==> src/buhs_pkg.sv <==
`timescale 1ns / 1ps

package buhs_pkg;

   typedef logic [63:0] word_type;
   typedef logic [1:0]  req_code_type;
   typedef logic [3:0]  peek_depth_type;
   typedef logic [4:0]  count_out_type;
   typedef logic [1:0]  status_code_type;

   localparam req_code_type REQ_PUSH    = 2'd0;
   localparam req_code_type REQ_POP     = 2'd1;
   localparam req_code_type REQ_PEEK    = 2'd2;
   localparam req_code_type REQ_UNKNOWN = 2'd3;

   localparam status_code_type STATUS_OK     = 2'd0;
   localparam status_code_type STATUS_FAIL   = 2'd1;
   localparam status_code_type STATUS_PAUSED = 2'd2;

   typedef struct packed {
      logic accept;     // request transaction taken this cycle
      logic load_read;  // capture memory read data into the result
   } ctrl_cmd_type;

   typedef struct packed {
      logic need_read;  // current request reads the entry memory
   } dp_status_type;

endpackage

==> src/buhs_req_if.sv <==
`timescale 1ns / 1ps

interface buhs_req_if;
   logic                     valid;
   logic                     ready;
   buhs_pkg::req_code_type   req_type;
   buhs_pkg::word_type       entry_data;
   buhs_pkg::peek_depth_type peek_depth;

   modport source (output valid, req_type, entry_data, peek_depth, input ready);
   modport sink   (input valid, req_type, entry_data, peek_depth, output ready);
endinterface

==> src/buhs_rsp_if.sv <==
`timescale 1ns / 1ps

interface buhs_rsp_if;
   logic                      valid;
   logic                      ready;
   buhs_pkg::status_code_type status;
   buhs_pkg::word_type        read_data;
   buhs_pkg::count_out_type   entry_count;

   modport source (output valid, status, read_data, entry_count, input ready);
   modport sink   (input valid, status, read_data, entry_count, output ready);
endinterface

==> src/buhs_csr_if.sv <==
`timescale 1ns / 1ps

interface buhs_csr_if;
   logic valid;
   logic ready;
   logic pause_pushes;

   modport source (output valid, pause_pushes, input ready);
   modport sink   (input valid, pause_pushes, output ready);
endinterface

==> src/buhs_ram.sv <==
`timescale 1ns / 1ps

module buhs_ram #(
   parameter int WIDTH = 64,
   parameter int DEPTH = 16,
   localparam int AW = (DEPTH > 1) ? $clog2(DEPTH) : 1
) (
   input  logic             clock,
   input  logic             wr_en,
   input  logic [AW-1:0]    wr_addr,
   input  logic [WIDTH-1:0] wr_data,
   input  logic             rd_en,
   input  logic [AW-1:0]    rd_addr,
   output logic [WIDTH-1:0] rd_data
);

   logic [WIDTH-1:0] mem [DEPTH];
   logic [WIDTH-1:0] rd_data_ff;

   always_ff @(posedge clock) begin
      if (wr_en) begin
         mem[wr_addr] <= wr_data;
      end
      if (rd_en) begin
         rd_data_ff <= mem[rd_addr];
      end
   end

   assign rd_data = rd_data_ff;

endmodule

==> src/buhs_ctrl.sv <==
`timescale 1ns / 1ps

module buhs_ctrl (
   input  logic                    clock,
   input  logic                    reset,
   input  logic                    req_valid,
   output logic                    req_ready,
   output logic                    rsp_valid,
   input  logic                    rsp_ready,
   input  buhs_pkg::dp_status_type dp_status,
   output buhs_pkg::ctrl_cmd_type  cmd
);

   typedef enum logic [1:0] {
      ST_IDLE,
      ST_READ,
      ST_RESP
   } state_type;

   state_type state_ff;
   logic      req_ready_ff;
   logic      rsp_valid_ff;

   assign cmd.accept    = req_valid && req_ready_ff;
   assign cmd.load_read = (state_ff == ST_READ);

   always_ff @(posedge clock) begin
      if (reset) begin
         state_ff     <= ST_IDLE;
         req_ready_ff <= 1'b1;
         rsp_valid_ff <= 1'b0;
      end else begin
         case (state_ff)
            ST_IDLE: begin
               if (req_valid && req_ready_ff) begin
                  req_ready_ff <= 1'b0;
                  if (dp_status.need_read) begin
                     state_ff <= ST_READ;
                  end else begin
                     state_ff     <= ST_RESP;
                     rsp_valid_ff <= 1'b1;
                  end
               end
            end
            ST_READ: begin
               state_ff     <= ST_RESP;
               rsp_valid_ff <= 1'b1;
            end
            ST_RESP: begin
               // hold the result until the sink takes it
               if (rsp_ready) begin
                  state_ff     <= ST_IDLE;
                  rsp_valid_ff <= 1'b0;
                  req_ready_ff <= 1'b1;
               end
            end
            default: begin
               state_ff     <= ST_IDLE;
               req_ready_ff <= 1'b1;
               rsp_valid_ff <= 1'b0;
            end
         endcase
      end
   end

   assign req_ready = req_ready_ff;
   assign rsp_valid = rsp_valid_ff;

endmodule

==> src/buhs_datapath.sv <==
`timescale 1ns / 1ps

module buhs_datapath #(
   parameter int DEPTH       = 16,
   parameter int ENTRY_WIDTH = 64
) (
   input  logic                       clock,
   input  logic                       reset,
   input  buhs_pkg::ctrl_cmd_type     cmd,
   output buhs_pkg::dp_status_type    dp_status,
   input  buhs_pkg::req_code_type     req_type,
   input  buhs_pkg::word_type         entry_data,
   input  buhs_pkg::peek_depth_type   peek_depth,
   input  logic                       csr_write,
   input  logic                       csr_pause,
   output buhs_pkg::status_code_type  rsp_status,
   output buhs_pkg::word_type         rsp_read_data,
   output buhs_pkg::count_out_type    rsp_entry_count
);

   localparam int SLOT_W = $clog2(DEPTH);
   localparam int CNT_W  = $clog2(DEPTH + 1);
   localparam int SUM_W  = SLOT_W + 1;
   localparam int CMP_W  = (CNT_W > 4) ? CNT_W : 4;

   logic [SLOT_W-1:0] oldest_ff, oldest_in;
   logic [CNT_W-1:0]  count_ff, count_in;
   logic              pause_ff;

   buhs_pkg::status_code_type rsp_status_ff, status_in;
   buhs_pkg::word_type        rsp_data_ff;
   buhs_pkg::count_out_type   rsp_count_ff;

   logic                   full;
   logic                   pop_ok;
   logic                   peek_ok;
   logic [CMP_W-1:0]       peek_off_wide;
   logic [CNT_W-1:0]       peek_off;
   logic                   wr_hit;
   logic                   rd_hit;
   logic [SLOT_W-1:0]      wr_slot;
   logic [SLOT_W-1:0]      rd_slot;
   logic [ENTRY_WIDTH-1:0] ram_rd_data;

   // ring index of the entry at a given distance above the oldest one
   function automatic logic [SLOT_W-1:0] slot_of(input logic [SLOT_W-1:0] base,
                                                 input logic [CNT_W-1:0]  offset);
      logic [SUM_W-1:0] sum;
      sum = {1'b0, base} + SUM_W'(offset);
      if (sum >= SUM_W'(DEPTH)) begin
         sum = sum - SUM_W'(DEPTH);
      end
      return sum[SLOT_W-1:0];
   endfunction

   assign full          = (count_ff == CNT_W'(DEPTH));
   assign pop_ok        = (count_ff != '0);
   assign peek_ok       = (CMP_W'(peek_depth) < CMP_W'(count_ff));
   assign peek_off_wide = CMP_W'(count_ff) - CMP_W'(1) - CMP_W'(peek_depth);
   assign peek_off      = peek_off_wide[CNT_W-1:0];

   always_comb begin
      oldest_in = oldest_ff;
      count_in  = count_ff;
      status_in = buhs_pkg::STATUS_FAIL;
      wr_hit    = 1'b0;
      rd_hit    = 1'b0;
      wr_slot   = slot_of(oldest_ff, count_ff);
      rd_slot   = slot_of(oldest_ff, count_ff - CNT_W'(1));
      case (req_type)
         buhs_pkg::REQ_PUSH: begin
            if (pause_ff) begin
               status_in = buhs_pkg::STATUS_PAUSED;
            end else begin
               status_in = buhs_pkg::STATUS_OK;
               wr_hit    = 1'b1;
               if (full) begin
                  // overwrite the oldest entry and advance past it
                  wr_slot   = oldest_ff;
                  oldest_in = slot_of(oldest_ff, CNT_W'(1));
               end else begin
                  count_in = count_ff + CNT_W'(1);
               end
            end
         end
         buhs_pkg::REQ_POP: begin
            if (pop_ok) begin
               status_in = buhs_pkg::STATUS_OK;
               rd_hit    = 1'b1;
               count_in  = count_ff - CNT_W'(1);
            end
         end
         buhs_pkg::REQ_PEEK: begin
            if (peek_ok) begin
               status_in = buhs_pkg::STATUS_OK;
               rd_hit    = 1'b1;
               rd_slot   = slot_of(oldest_ff, peek_off);
            end
         end
         default: begin
            status_in = buhs_pkg::STATUS_FAIL;
         end
      endcase
   end

   assign dp_status.need_read = rd_hit;

   buhs_ram #(
      .WIDTH (ENTRY_WIDTH),
      .DEPTH (DEPTH)
   ) u_ram (
      .clock   (clock),
      .wr_en   (cmd.accept && wr_hit),
      .wr_addr (wr_slot),
      .wr_data (entry_data[ENTRY_WIDTH-1:0]),
      .rd_en   (cmd.accept && rd_hit),
      .rd_addr (rd_slot),
      .rd_data (ram_rd_data)
   );

   always_ff @(posedge clock) begin
      if (reset) begin
         oldest_ff <= '0;
         count_ff  <= '0;
         pause_ff  <= 1'b0;
      end else begin
         if (csr_write) begin
            pause_ff <= csr_pause;
         end
         if (cmd.accept) begin
            oldest_ff <= oldest_in;
            count_ff  <= count_in;
         end
      end
   end

   always_ff @(posedge clock) begin
      if (cmd.accept) begin
         rsp_status_ff <= status_in;
         rsp_count_ff  <= buhs_pkg::count_out_type'(count_in);
         rsp_data_ff   <= '0;
      end else if (cmd.load_read) begin
         rsp_data_ff <= buhs_pkg::word_type'(ram_rd_data);
      end
   end

   assign rsp_status      = rsp_status_ff;
   assign rsp_read_data   = rsp_data_ff;
   assign rsp_entry_count = rsp_count_ff;

endmodule

==> src/bounded_undo_history_stack.sv <==
`timescale 1ns / 1ps

// Bounded undo history stack: a ring of DEPTH entries of ENTRY_WIDTH bits in one
// dual-port RAM. A push that is not paused stores its entry above the newest one
// and, once the ring is full, overwrites the oldest; a pop returns and removes the
// newest; a peek returns the entry peek_depth places below the newest. One request
// is handled at a time. A push, a paused push, a failed request or an unknown code
// gives its result in the cycle after acceptance; a pop or peek that hits an entry
// passes through a read state first, for the RAM's registered read. The next
// request is accepted the cycle after the result transaction. entry_count shows
// the low five bits of the fill count. The RAM needs no clearing after reset: only
// live entries are read.
// The csr port is always ready; write it only while no request is in flight.

module bounded_undo_history_stack #(
   parameter int DEPTH       = 16,
   parameter int ENTRY_WIDTH = 64
) (
   input  logic              clock,
   input  logic              reset,
   buhs_csr_if.sink          csr_bus,
   buhs_req_if.sink          req_bus,
   buhs_rsp_if.source        rsp_bus
);

   buhs_pkg::ctrl_cmd_type  cmd;
   buhs_pkg::dp_status_type dp_status;

   assign csr_bus.ready = 1'b1;

   buhs_ctrl u_ctrl (
      .clock     (clock),
      .reset     (reset),
      .req_valid (req_bus.valid),
      .req_ready (req_bus.ready),
      .rsp_valid (rsp_bus.valid),
      .rsp_ready (rsp_bus.ready),
      .dp_status (dp_status),
      .cmd       (cmd)
   );

   buhs_datapath #(
      .DEPTH       (DEPTH),
      .ENTRY_WIDTH (ENTRY_WIDTH)
   ) u_datapath (
      .clock           (clock),
      .reset           (reset),
      .cmd             (cmd),
      .dp_status       (dp_status),
      .req_type        (req_bus.req_type),
      .entry_data      (req_bus.entry_data),
      .peek_depth      (req_bus.peek_depth),
      .csr_write       (csr_bus.valid),
      .csr_pause       (csr_bus.pause_pushes),
      .rsp_status      (rsp_bus.status),
      .rsp_read_data   (rsp_bus.read_data),
      .rsp_entry_count (rsp_bus.entry_count)
   );

endmodule

==> src/flat_wrapper.sv <==
// flat-port wrapper written by rule: the top's interface ports become plain ports
module bounded_undo_history_stack_flat 
#(
   parameter int DEPTH       = 16,
   parameter int ENTRY_WIDTH = 64
)
  (clock, reset, csr_bus_valid, csr_bus_pause_pushes, csr_bus_ready, req_bus_valid, req_bus_req_type, req_bus_entry_data, req_bus_peek_depth, req_bus_ready, rsp_bus_valid, rsp_bus_status, rsp_bus_read_data, rsp_bus_entry_count, rsp_bus_ready);
  buhs_csr_if csr_bus_i ();
  buhs_req_if req_bus_i ();
  buhs_rsp_if rsp_bus_i ();
  input  logic clock;
  input  logic reset;
  input wire logic [$bits(csr_bus_i.valid)-1:0] csr_bus_valid;
  input wire logic [$bits(csr_bus_i.pause_pushes)-1:0] csr_bus_pause_pushes;
  output wire logic [$bits(csr_bus_i.ready)-1:0] csr_bus_ready;
  input wire logic [$bits(req_bus_i.valid)-1:0] req_bus_valid;
  input wire logic [$bits(req_bus_i.req_type)-1:0] req_bus_req_type;
  input wire logic [$bits(req_bus_i.entry_data)-1:0] req_bus_entry_data;
  input wire logic [$bits(req_bus_i.peek_depth)-1:0] req_bus_peek_depth;
  output wire logic [$bits(req_bus_i.ready)-1:0] req_bus_ready;
  output wire logic [$bits(rsp_bus_i.valid)-1:0] rsp_bus_valid;
  output wire logic [$bits(rsp_bus_i.status)-1:0] rsp_bus_status;
  output wire logic [$bits(rsp_bus_i.read_data)-1:0] rsp_bus_read_data;
  output wire logic [$bits(rsp_bus_i.entry_count)-1:0] rsp_bus_entry_count;
  input wire logic [$bits(rsp_bus_i.ready)-1:0] rsp_bus_ready;
  assign csr_bus_i.valid = csr_bus_valid;
  assign csr_bus_i.pause_pushes = csr_bus_pause_pushes;
  assign csr_bus_ready = csr_bus_i.ready;
  assign req_bus_i.valid = req_bus_valid;
  assign req_bus_i.req_type = req_bus_req_type;
  assign req_bus_i.entry_data = req_bus_entry_data;
  assign req_bus_i.peek_depth = req_bus_peek_depth;
  assign req_bus_ready = req_bus_i.ready;
  assign rsp_bus_valid = rsp_bus_i.valid;
  assign rsp_bus_status = rsp_bus_i.status;
  assign rsp_bus_read_data = rsp_bus_i.read_data;
  assign rsp_bus_entry_count = rsp_bus_i.entry_count;
  assign rsp_bus_i.ready = rsp_bus_ready;
  bounded_undo_history_stack #(.DEPTH(DEPTH), .ENTRY_WIDTH(ENTRY_WIDTH)) u_core (.clock(clock), .reset(reset), .csr_bus(csr_bus_i), .req_bus(req_bus_i), .rsp_bus(rsp_bus_i));
endmodule
==> config.mk <==
export PLATFORM = sky130hd
export DESIGN_NAME = bounded_undo_history_stack_flat
export DESIGN_NICKNAME = d
export VERILOG_FILES = /design/src/buhs_pkg.sv /design/src/buhs_req_if.sv /design/src/buhs_rsp_if.sv /design/src/buhs_csr_if.sv /design/src/buhs_ram.sv /design/src/buhs_ctrl.sv /design/src/buhs_datapath.sv /design/src/bounded_undo_history_stack.sv /design/src/flat_wrapper.sv
export SDC_FILE = /design/constraint.sdc
export NUM_CORES = 1
export LEC_CHECK = 0
export BUFFER_PORTS_ARGS = -buffer_cell sky130_fd_sc_hd__buf_4
export CORE_MARGIN = 2
export CORE_UTILIZATION = 55
export CTS_BUF_LIST = sky130_fd_sc_hd__clkbuf_2
export DETAILED_ROUTE_END_ITERATION = 10
export GPL_TIMING_DRIVEN = 0
export HOLD_SLACK_MARGIN = 0.1
export MAX_ROUTING_LAYER = met4
export PLACE_DENSITY = 0.72
export SKIP_LAST_GASP = 1
export SLEW_MARGIN = 20
export SYNTH_ARGS = -nofsm -noshare
export SYNTH_HDL_FRONTEND = slang
export SYNTH_HIERARCHICAL = 1
export SYNTH_SLANG_ARGS = --single-unit
==> constraint.sdc <==
create_clock -name clock -period 14.7 [get_ports clock]
set_input_delay 2.205 -clock clock [delete_from_list [all_inputs] [get_ports clock]]
set_output_delay 2.205 -clock clock [all_outputs]
set_load 0.03 [all_outputs]
==> run_results.csv <==
group,metric,value,unit
die,start_util,0.5528,
yosys,yosysUniqueCellTypes,55,
placed_design,portBuffers,148,
power,p_leak,17.44,nW
timing,worstMarginPinSlew,1.050,ns
timing,relSlewSlack,0.3000,
placed_design,dp_hpwl,65700,µm
yosys,postSynth.asyncResetShare,0,
placed_design,dp_slack,8.335,ns
yosys,syn_area_per_cell,21.58,µm²
setup_path,path_buf_inv,4,
timing,skew,0.1484,ns
timing,rsz0062_at_grt,"false",
setup_path,path_max_fanout,10,
yosys,syn_inst,2050,
setup_path,required,15.90,ns
setup_path,worstSetupEndpointType,"flip-flop",
timing,fin_crit,5.239,ns
die,core_area,80030,µm²
detailed_routing,wl,101600,µm
setup_path,path_cells,"inv_1 -> ha_1 -> fa_1 -> inv_1 -> ha_1 -> a21o_1 -> a21oi_1 -> xnor2_1 -> mux2i_1 -> xnor2_1 -> nor2b_1 -> clkbuf_1 -> clkbuf_1 -> a22oi_1 -> nand2_1",
setup_path,path_delay_family,"buffers and inverters",
clock_tree,cts.sinks,1173,
detailed_routing,dr.pass1.iters,7,
clock_tree,cts_tree,"done",
power,p_per_area,128.8,nW/µm²
detailed_routing,drtAntennaViolNets,0,
yosys,synth_top_area_frac,0.7433,
die,dieWidth,287.6,µm
job,max_cap_viol_count,0,
detailed_routing,vias,22930,
grt,grt_max_degree,35,
final_layout,fin_cells,3856,
setup_path,cpPeakStageDelay,0.78,ns
final_layout,layout-drive-gt1-share,0.3611,
yosys,ys.flop_type,"edfxtp_1",
final_layout,fin_nets,2685,
min_path,hold_path.class,"flip-flop to flip-flop",
die,die_y,287.6,µm
clock_tree,clk_path_buf_depth,4,
detailed_routing,via_per_inst,5.947,
timing,timing.final.crit_share,0.3564,
yosys,ys_ff_latch,1173,
setup_path,worst_setup_path_start_kind,"flip-flop",
yosys,yosys_warnings,6,
min_path,min_path_cells,2,
grt,grt_pass1_vias,24310,
clock_tree,post_cts_resized,0,
yosys,seq_area_frac_synth,0.7786,
final_layout,seq_area,34440,µm²
detailed_routing,drc,0,
yosys,yosys-top-cells-area,"edfxtp_1 74%, mux4_2 13%, dfxtp_1 3.5%, a22oi_1 2.2%, mux2i_1 1.6%",
setup_path,critPathLaunch,"u_core/u_datapath/count_ff[0]$_SDFFE_PP0P_",
yosys,yosys.area.top_type,"edfxtp_1",
grt,antenna_found_initial,9,
clock_tree,cts_root_buf,"clkbuf_2",
clock_tree,cts_buffers,297,
clock_tree,cts_hold_buf,0,
min_path,hp-start,"u_core/u_datapath/u_ram/rd_data[10]$_DFFE_PP_",
timing,fmax,0.1909,GHz
timing,finalSetupViolCount,0,
setup_path,r2r_cells,15,
timing,layout_setup_ws,9.461,ns
setup_path,cp_num_cells,15,
timing,drv_slew,0,
placed_design,place_inst,3344,
final_layout,syn2layout_area_growth,14.81,%
yosys,syn_area,44240,µm²
power,max-vdd-ir-drop,0.00006369,V
final_layout,fillers,5464,
placed_design,routabilityCongestion,0.8205,
die,ios,150,
timing,hold_viol_final,0,
final_layout,layout.cells.most_common_list,"1095 x edfxtp_1, 431 x clkbuf_2, 256 x mux4_2",
clock_tree,cts.clk_slew.worst_paths,0.11,ns
yosys,syn_nets,2152,
setup_path,worstPathArrival,6.44,ns
grt,grt_usage,0.2591,
final_layout,final_common_cell,"edfxtp_1",
grt,grt_first_pass_wirelength,149900,µm
clock_tree,worstSkewPairLatency,1.45,ns
setup_path,crit_path_top_delay_cell,"clkbuf_1",
detailed_routing,drt_iter0_drc,2261,
setup_path,reg2reg_from,"u_core/u_datapath/count_ff[0]$_SDFFE_PP0P_",
final_layout,multiInputGateArea,9263,µm²
timing,setup_tns,0,ns
die,die_area,82720,µm²
status,status,"completed",
die,rows,104,
grt,grt_overflow,0,
setup_path,critical_path_class,"flip-flop to flip-flop",
clock_tree,cts_setup_buffers,0,
clock_tree,htreeDepth,5,
detailed_routing,avgRoutedWirePerCell,26.35,µm
yosys,synth-edff-count,1095,
==> area by class of cell <==
class / count / area share
multi-input combinational: 748 / 0.1824
tap: 1060 / 0.02611
sequential: 1173 / 0.6781
clock buffer: 429 / 0.04227
clock inverter: 76 / 0.006848
timing repair buffer: 234 / 0.05109
antenna: 7 / 0.0003449
inverter: 23 / 0.001700
buffer: 106 / 0.01113
==> per-stage QoR <==
step / total power [mW] / instance area (µm²) / hold slack (ns) / utilization
6_report: 6.542 / 50790 / 0.4760 / 0.6347
5_1_grt: 6.823 / 50790 / 0.5013 / 0.6347
4_1_cts: 6.607 / 50770 / 0.4750 / 0.6345
3_5_place_dp: 4.564 / 48280 / 0.4764 / 0.6033
3_3_place_gp: 4.538 / 46680 / 0.4644 / 0.5833
2_1_floorplan: 4.254 / 44240 / 0.4563 / -
==> synth_stat cells (all sizes together), types with 2 or more instances <==
cell / count
a211oi: 2
a21o: 4
a21oi: 15
a22oi: 128
a31oi: 2
and2: 5
and2b: 3
buf: 55
clkbuf: 51
dfxtp: 78
edfxtp: 1095
fa: 5
ha: 21
inv: 23
mux2: 2
mux2i: 69
mux4: 256
nand2: 75
nand2b: 3
nand3: 7
nand3b: 4
nor2: 92
nor2b: 4
nor3: 6
o2111ai: 2
o211ai: 2
o21a: 3
o21ai: 5
o22ai: 2
or4b: 2
xnor2: 6
xor2: 7
==> cells by family (layout without fill, tap and decap cells) <==
group                      after synthesis  after routing  synth area share
DFF                                   1173           1173            0.7786
muxes                                  327            327            0.1464
and+or+nand+nor                        207            207           0.02056
adders and majority gates               26             26          0.008202
buffers and inverters                  129            868           0.01468
xor gates and xnor gates                13             13          0.002574
AOI/OAI and AO/OA                      174            174           0.02890
other                                    1              8        0.00008477
==> worst min-delay path: cells and delay by family (launching register included) <==
family | cells | cell delay, ns
AND/OR/NAND/NOR | 1 | 0.09
multiplexers | 1 | 0.08
flip-flops | 1 | 0.35
==> layer usage <==
| metal | share of wire | track usage | vias up | routed length [µm] |
|---|---|---|---|---|
| met2 | 0.51 | 0.4169 | 1185 | 51720 |
| met4 | 0.023 | 0.09232 | 0 | 2307 |
| li1 | - | - | 9758 | - |
| met1 | 0.38 | 0.3260 | 11830 | 38810 |
| met3 | 0.086 | 0.06038 | 155 | 8761 |
| met5 | 0 | - | - | 0 |
==> power by group <==
group,total [mW],internal (mW),switching (mW)
Sequential,3.70,3.69,0.00983
Clock,2.05,0.811,1.24
Combinational,0.789,0.297,0.492
==> worst paths after layout <==
path	end	slack [ns]
max reg2reg	u_core/u_datapath/u_ram/rd_data[37]$_DFFE_PP_	9.46
max	u_core/u_datapath/u_ram/rd_data[37]$_DFFE_PP_	9.46
min	u_core/u_datapath/rsp_read_data[10]$_SDFFE_PP0P_	0.48
min reg2reg	u_core/u_datapath/rsp_read_data[10]$_SDFFE_PP0P_	0.48
==> state kept, by name, summed over array words and instances (netlist names) <==
register                           flops
u_core/u_datapath/pause_ff             1
u_core/u_ctrl/rsp_valid                1
u_core/u_datapath/oldest_ff            4
u_core/u_datapath/count_ff             5
u_core/u_datapath/u_ram/rd_data       64
u_core/u_ctrl/state_ff                 2
u_core/u_datapath/u_ram/mem         1024
u_core/u_datapath/rsp_status           2
u_core/u_datapath/rsp_read_data       64
u_core/u_ctrl/req_ready                1
u_core/u_datapath/rsp_entry_count      5
(Power assumes the default switching activity.)
